**config.mk**
```make
export PLATFORM = sky130hd
export DESIGN_NAME = bfrh_front
export DESIGN_NICKNAME = d
export VERILOG_FILES = /design/src/sv/bfrh_pkg.sv /design/src/sv/bfrh_front.sv
export VERILOG_INCLUDE_DIRS = /design/src /design/src/sv
export SDC_FILE = /design/constraint.sdc
export NUM_CORES = 1
export LEC_CHECK = 0
export ABC_AREA = 0
export BUFFER_PORTS_ARGS = -buffer_cell sky130_fd_sc_hd__buf_2
export CAP_MARGIN = 10
export CORE_UTILIZATION = 30
export DETAILED_ROUTE_END_ITERATION = 7
export GPL_TIMING_DRIVEN = 0
export SYNTH_ARGS = -nofsm -noshare
export SYNTH_HDL_FRONTEND = slang
export SYNTH_SLANG_ARGS = --single-unit
```
**constraint.sdc**
```tcl
create_clock -name clk_i -period 1.4 [get_ports clk_i]
set_input_delay 0.28 -clock clk_i [delete_from_list [all_inputs] [get_ports clk_i]]
set_output_delay 0.28 -clock clk_i [all_outputs]
set_load 0.03 [all_outputs]
```
**src/sv/bloom_filter_rolling_hash_core_defines.svh**
```systemverilog
// Assertion macros shared by the bloom filter core RTL.
// Each macro assumes clk_i and rst_ni are in scope; no other dependencies.
`ifndef BLOOM_FILTER_ROLLING_HASH_CORE_DEFINES_SVH
`define BLOOM_FILTER_ROLLING_HASH_CORE_DEFINES_SVH
`ifndef SYNTHESIS
// Checked while out of reset.
`define BFRH_ASSERT(name, prop, msg) \
  name: assert property (@(posedge clk_i) disable iff (!rst_ni) prop) else $error(msg);
// Checked at every edge, reset included.
`define BFRH_ASSERT_NR(name, prop, msg) \
  name: assert property (@(posedge clk_i) prop) else $error(msg);
`else
`define BFRH_ASSERT(name, prop, msg)
`define BFRH_ASSERT_NR(name, prop, msg)
`endif
`endif

```
**src/sv/bfrh_pkg.sv**
```systemverilog
// Shared types and constants of the bloom filter core.
// No dependencies; used by every module of the block but bfrh_mod.
`default_nettype none

package bfrh_pkg;

  localparam int unsigned MaxBitsDef   = 65536;
  localparam int unsigned TableBitsW   = 17;
  localparam int unsigned TableBitsRst = 65536;
  localparam int unsigned CharW        = 8;
  localparam int unsigned HashMult     = 31;
  // conditional subtractions needed for one character step
  localparam int unsigned StepsChar    = 9;
  localparam int unsigned QueueDepth   = 2;

  // command field of a request
  localparam logic CmdInsert = 1'b0;
  localparam logic CmdQuery  = 1'b1;

  typedef enum logic [1:0] {
    OpChar   = 2'd0,
    OpInsert = 2'd1,
    OpQuery  = 2'd2
  } op_e;

  typedef struct packed {
    op_e              op;
    logic [CharW-1:0] char_code;
  } job_t;

endpackage

`default_nettype wire

```
**src/sv/bfrh_front.sv**
```systemverilog
// Front end: accepts character requests, classifies them and queues them.
// Depends on bfrh_pkg and the assertion macro header.
`default_nettype none
`include "bloom_filter_rolling_hash_core_defines.svh"

module bfrh_front #(
  parameter int unsigned DEPTH = bfrh_pkg::QueueDepth
) (
  input  wire logic                       clk_i,
  input  wire logic                       rst_ni,
  input  wire logic                       in_valid_i,
  output logic                            in_ready_o,
  input  wire logic                       in_cmd_i,
  input  wire logic [bfrh_pkg::CharW-1:0] in_char_i,
  input  wire logic                       in_last_i,
  output logic                            out_valid_o,
  input  wire logic                       out_ready_i,
  output bfrh_pkg::job_t                  out_job_o
);

  localparam int unsigned PW   = (DEPTH > 1) ? $clog2(DEPTH) : 1;
  localparam int unsigned CNTW = $clog2(DEPTH + 1);

  bfrh_pkg::job_t ent_q [DEPTH];
  bfrh_pkg::job_t job_new;
  logic [PW-1:0]   wr_ptr_q, wr_ptr_d, rd_ptr_q, rd_ptr_d;
  logic [CNTW-1:0] count_q, count_d;
  logic            push, pop;

  // only the command on the closing character counts
  always_comb begin
    job_new.char_code = in_char_i;
    if (!in_last_i) begin
      job_new.op = bfrh_pkg::OpChar;
    end else if (in_cmd_i == bfrh_pkg::CmdQuery) begin
      job_new.op = bfrh_pkg::OpQuery;
    end else begin
      job_new.op = bfrh_pkg::OpInsert;
    end
  end

  assign in_ready_o  = (count_q != CNTW'(DEPTH));
  assign out_valid_o = (count_q != '0);
  assign out_job_o   = ent_q[rd_ptr_q];
  assign push        = in_valid_i & in_ready_o;
  assign pop         = out_valid_o & out_ready_i;

  always_comb begin
    wr_ptr_d = wr_ptr_q;
    rd_ptr_d = rd_ptr_q;
    count_d  = count_q;
    if (push) begin
      wr_ptr_d = (wr_ptr_q == PW'(DEPTH - 1)) ? '0 : wr_ptr_q + 1'b1;
    end
    if (pop) begin
      rd_ptr_d = (rd_ptr_q == PW'(DEPTH - 1)) ? '0 : rd_ptr_q + 1'b1;
    end
    if (push && !pop) begin
      count_d = count_q + 1'b1;
    end else if (pop && !push) begin
      count_d = count_q - 1'b1;
    end
  end

  always_ff @(posedge clk_i or negedge rst_ni) begin
    if (!rst_ni) begin
      wr_ptr_q <= '0;
      rd_ptr_q <= '0;
      count_q  <= '0;
    end else begin
      wr_ptr_q <= wr_ptr_d;
      rd_ptr_q <= rd_ptr_d;
      count_q  <= count_d;
    end
  end

  always_ff @(posedge clk_i) begin
    if (push) begin
      ent_q[wr_ptr_q] <= job_new;
    end
  end

  `BFRH_ASSERT(a_count_bound, (count_q <= CNTW'(DEPTH)), "queue count beyond depth")

endmodule

`default_nettype wire

```
# After elaboration in Yosys (flattened, before gate mapping)
# Memories as Yosys holds them, arrays and structs flattened.
# Cells that the tools add are included.
# Widths: inputs -> output; s select.
[word_totals]
reg_bits = 4
latchBits = 0
mem_bits_rw = 20
romBits = 0
wordCells = 25
mem_count = 1
[memory_table]
columns = ["name", "words", "width", "rd", "rd_clocked_by_memory_dff", "wr", "line_no", "rtl"]
rows = [
  ["ent_q", 2, 10, 1, 0, 1, "bfrh_front.sv:24", "bfrh_pkg::job_t ent_q [DEPTH];"],
]
[classes]
add_sub_neg = 4
multipliers = 0
div_mod_pow = 0
order_cmp = 0
n_eq_ne = 1
shift = 0
muxes = 8
bitwise = 2
n_reduce_logical = 6
[ops]
columns = ["operator", "n"]
rows = [
  ["$mux 2", 4],
  ["$mux 1", 4],
  ["$reduce_bool 2->1", 2],
  ["$add 1x1->1 const B", 2],
  ["$add 2x1->2 const B", 1],
  ["$and 1x1->1", 2],
  ["$logic_and 1x1->1", 2],
  ["$logic_not 1->1", 2],
  ["$ne 2x2->1 const B", 1],
  ["$sub 2x1->2 const B", 1],
]

# Longest topological paths before layout
[depth]
depth_word = 6
mapped_depth = 7
mapped_depth_nobuf = 7

# Least setup slack after synthesis
# OpenSTA, ideal clock, no wires.
[synth_timing]
path_type = "register to register"
start = "register count_q[0]"
end = "memory ent_q[0][0] (netlist bit) (enable)"
setup_ps = 376
t_arrival_ps = 1157
required_time_ps = 1024
path_slack_ps = -133
stages_incl_launch_ff = 4
period_less_slack_ps = 1533
cell_sequence = "dfrtp_1 > nand2b_4 > nand2_1 > nor2_1"
[synth_between]
elab_chain_cells = 4
[synth_lines]
columns = ["element", "line_no", "rtl"]
rows = [
  ["start: declaration", "bfrh_front.sv:27", "logic [CNTW-1:0] count_q, count_d;"],
  ["start signal: assignment", "bfrh_front.sv:73", "count_q <= count_d;"],
  ["$ne 2x2->1", "bfrh_front.sv:42", "assign in_ready_o = (count_q != CNTW'(DEPTH));"],
  ["net in_ready_o", "bfrh_front.sv:12", "output logic in_ready_o,"],
  ["$and 1x1->1", "bfrh_front.sv:45", "assign push = in_valid_i & in_ready_o;"],
  ["$mux 1", "bfrh_front.sv:78", "if (push) begin"],
  ["$mux 1 (not written as such)", "bfrh_front.sv:79", "ent_q[wr_ptr_q] <= job_new;"],
  ["end: declaration", "bfrh_front.sv:24", ""],
]
# The timed path passes the listed nets, and every way through them passes these cells.

==> run summary <==
All-Layer GR Usage -> 0.104
fill cell instance count of the final layout -> 256
Worst Tran Pin Value -> 310 ps
violated checks -> negative setup slack
Setup violations, final -> 11
proportion of layout cells with a drive suffix above 1 -> 0.629
maximum vdd drop -> 1.00 mV
count of maximum capacitance violations -> 0
synthesis-to-finish area growth -> 45.7%
Setup Total Neg Slack -> -2370 ps
cell with the biggest individual delay on the critical path -> dfrtp_2
Tightest Hold Check Type -> in2reg
number of levels in the clock H-tree -> 1
final routed DRC violation total -> 0
most common cell in the netlist -> edfxtp_1
cells traversed along the worst timing path -> buf_6 -> mux2_4 -> buf_6
count of inserted antenna diode cells -> 0
cell count after synthesis -> 51
Pre-Repair DR Iteration Count -> 2
total power divided by cell area -> 2230 nW/um2
Core Util, Final -> 0.478
relative max-transition margin -> 0.793
maximum clock skew at final layout -> 1.64 ps
number of pins exceeding their max-slew limit in the final report -> 0
sequential cell area fraction in the yosys report -> 0.742
initial antenna violation count -> 0
most frequent cell on the critical path -> buf_6
die width -> 58.1 um
Period minus WS final -> 1640 ps
clock transition time at the flip-flop clock pins of the worst setup and hold paths -> 130 ps
met2 Use GR -> 0.179
count of vias placed by the detailed router -> 548
most numerous cell types in the synthesized netlist -> edfxtp_1, mux2_2, dfrtp_1, xnor2_1
global-route track usage on met1 -> 0.111
Required @ worst endpoint -> 1120 ps
data arrival time of the critical path -> 1360 ps
internal power consumption -> 1970 uW
Via-to-Cell Ratio -> 4.18
critical path class -> reg2out
delay of the slowest critical-path stage -> 460 ps
die area -> 3380 um2
leading register cell type out of synthesis -> edfxtp_1
least setup slack across all paths after layout -> -244 ps
Flop pwr share -> 0.360
latest clock arrival within the worst-skew pair -> 310 ps
Switch Pwr -> 1100 uW
largest area contributor in the netlist -> edfxtp_1
Die Ht -> 58.1 um
area share of the leading cell type in the synthesized netlist -> 0.636
Warnings, synthesis -> 0
Mapped Area -> 945 um2
part of the cycle the worst path needs -> 1.17
standard-cell row count -> 19
total of buffers placed on input and output ports -> 25
HPWL Detailed -> 1040 um
number of register bits inferred by synthesis -> 24
Cell variety after synth -> 16
synthesized net count -> 66
clock tree from TritonCTS -> yes
final hold vios -> 0
first-iteration detailed-routing DRC count -> 10
clock share of power -> 0.100
routing usage on met3 -> 0.0357
Synth async-reset ratio -> 0.167
Initial Utilization -> 0.328
I/O pin cnt -> 26
placeable core region -> 2880 um2
post-route non-filler standard cell count -> 131
master cell of the clock root buffer -> clkbuf_4
largest fanout on the critical path -> 5
total power consumption of the routed design -> 3070 uW
count of placed standard cells including taps -> 118
run status -> finished, violations left
first-pass GRT wire length -> 2470 um
number of nets in the final layout -> 105
leakage power -> 0.000573 uW
critical path startpoint category -> flop
RD Place Congestion -> 0.665
syn avg cell area -> 18.5 um2
pin count of the biggest net entering global routing -> 14
crit path capture type -> output port
clk sink count -> 24
Combinational Power Share -> 0.541
switching power as a share of total power -> 0.359
number of global-route vias before repair -> 548
number of enable-type register cells in the synthesized netlist -> 20
Routed WL -> 1660 um
worst hold slack -> 149 ps
Detail Route Antenna Nets -> 0
global route overflow -> 0
Longest Clk Path Bufs -> 2
main area contributors after synthesis -> edfxtp_1, mux2_2, dfrtp_1, xnor2_1, xor2_1
cts bufs inserted -> 3
unrepaired setup endpoints after global routing -> yes
Wirelength per Cell -> 12.7 um
f_max -> 0.608 GHz
busiest layer in global routing -> met2
-- cells in the final DEF, fill, tap and decap left out, types with 2 or more instances in the layout --
master,instances
edfxtp_1,20
xor2_1,2
nand2_4,2
dfrtp_1,3
xnor2_1,3
mux2_4,10
buf_6,16
buf_4,5
buf_2,13
clkbuf_4,3
-- flip-flops by register name (all words and copies together) (netlist names) --
name,flops
count_q,2
rd_ptr_q,1
wr_ptr_q,1
ent_q,20
-- routing by layer --
layer | share of wire | vias up
met3 | 0.040 | 2
met2 | 0.52 | 17
li1 | - | 263
met4 | 0.0054 | 0
met5 | 0 | -
met1 | 0.43 | 266
-- cells by family after synthesis --
group / Yosys count / synth area share
and+or+nand+nor: 9 / 0.0676
xor gates and xnor gates: 5 / 0.0464
DFF: 24 / 0.742
adders and majority gates: 1 / 0.0132
buffers and inverters: 2 / 0.0119
muxes: 10 / 0.119
-- metrics by stage --
step	worst slack, ps	area, um2
6_report	-244	1380
5_1_grt	-287	1380
4_1_cts	-255	1350
3_5_place_dp	-56.9	1130
3_3_place_gp	-63.7	1130
2_1_floorplan	0.835	950
-- final timing paths --
path | start | endpoint | slack, ps | cells past startpoint
setup / recovery | rd_ptr_q$_DFFE_PN0P_ | out_job_o[9] | -240 | 3
hold / removal | in_char_i[2] | ent_q[1][2]$_DFFE_PP_ | 150 | 1
setup reg to reg | count_q[0]$_DFFE_PN0P_ | count_q[1]$_DFFE_PN0P_ | 0 | 7
hold reg to reg | wr_ptr_q$_DFFE_PN0P_ | wr_ptr_q$_DFFE_PN0P_ | 580 | 1
max in group asynchronous | rst_ni | rd_ptr_q$_DFFE_PN0P_ | 980 | 2
min in group asynchronous | rst_ni | count_q[1]$_DFFE_PN0P_ | 280 | 2
-- layout make-up --
class | count | area [um2] | share of cell area
tap | 42 | 52.6 | 0.0382
timing repair buffer | 34 | 282 | 0.205
inverter | 1 | 3.75 | 0.00273
clock buffer | 3 | 22.5 | 0.0164
clock inverter | 1 | 3.75 | 0.00273
buffer | 1 | 11.3 | 0.00818
sequential | 24 | 702 | 0.510
multi-input combinational | 25 | 299 | 0.217
-- power by group through the flow --
stage	clock [uW]	combinational, uW	sequential, uW
after floorplan	0	848	1080
after global placement	0	1080	1090
after detailed placement	0	1100	1100
after CTS	317	1620	1100
after global routing	345	1760	1120
final	307	1660	1110
-- critical path, delay by kind of cell (launching register included) --
family | cells | cell delay, ps
flip-flops | 1 | 460
buffers and inverters | 2 | 290
multiplexers | 1 | 300
-- timing repair --
action                     in CTS  in global routing
pin swaps                       5                  4
setup endpoints to repair      33                 23
resized for setup              40                  7
hold endpoints to repair        4                  0
gates cloned                    1                  0
hold buffers                    1                  0
setup buffers                   6                  1
Note: power is estimated with default switching activity, not from simulation.
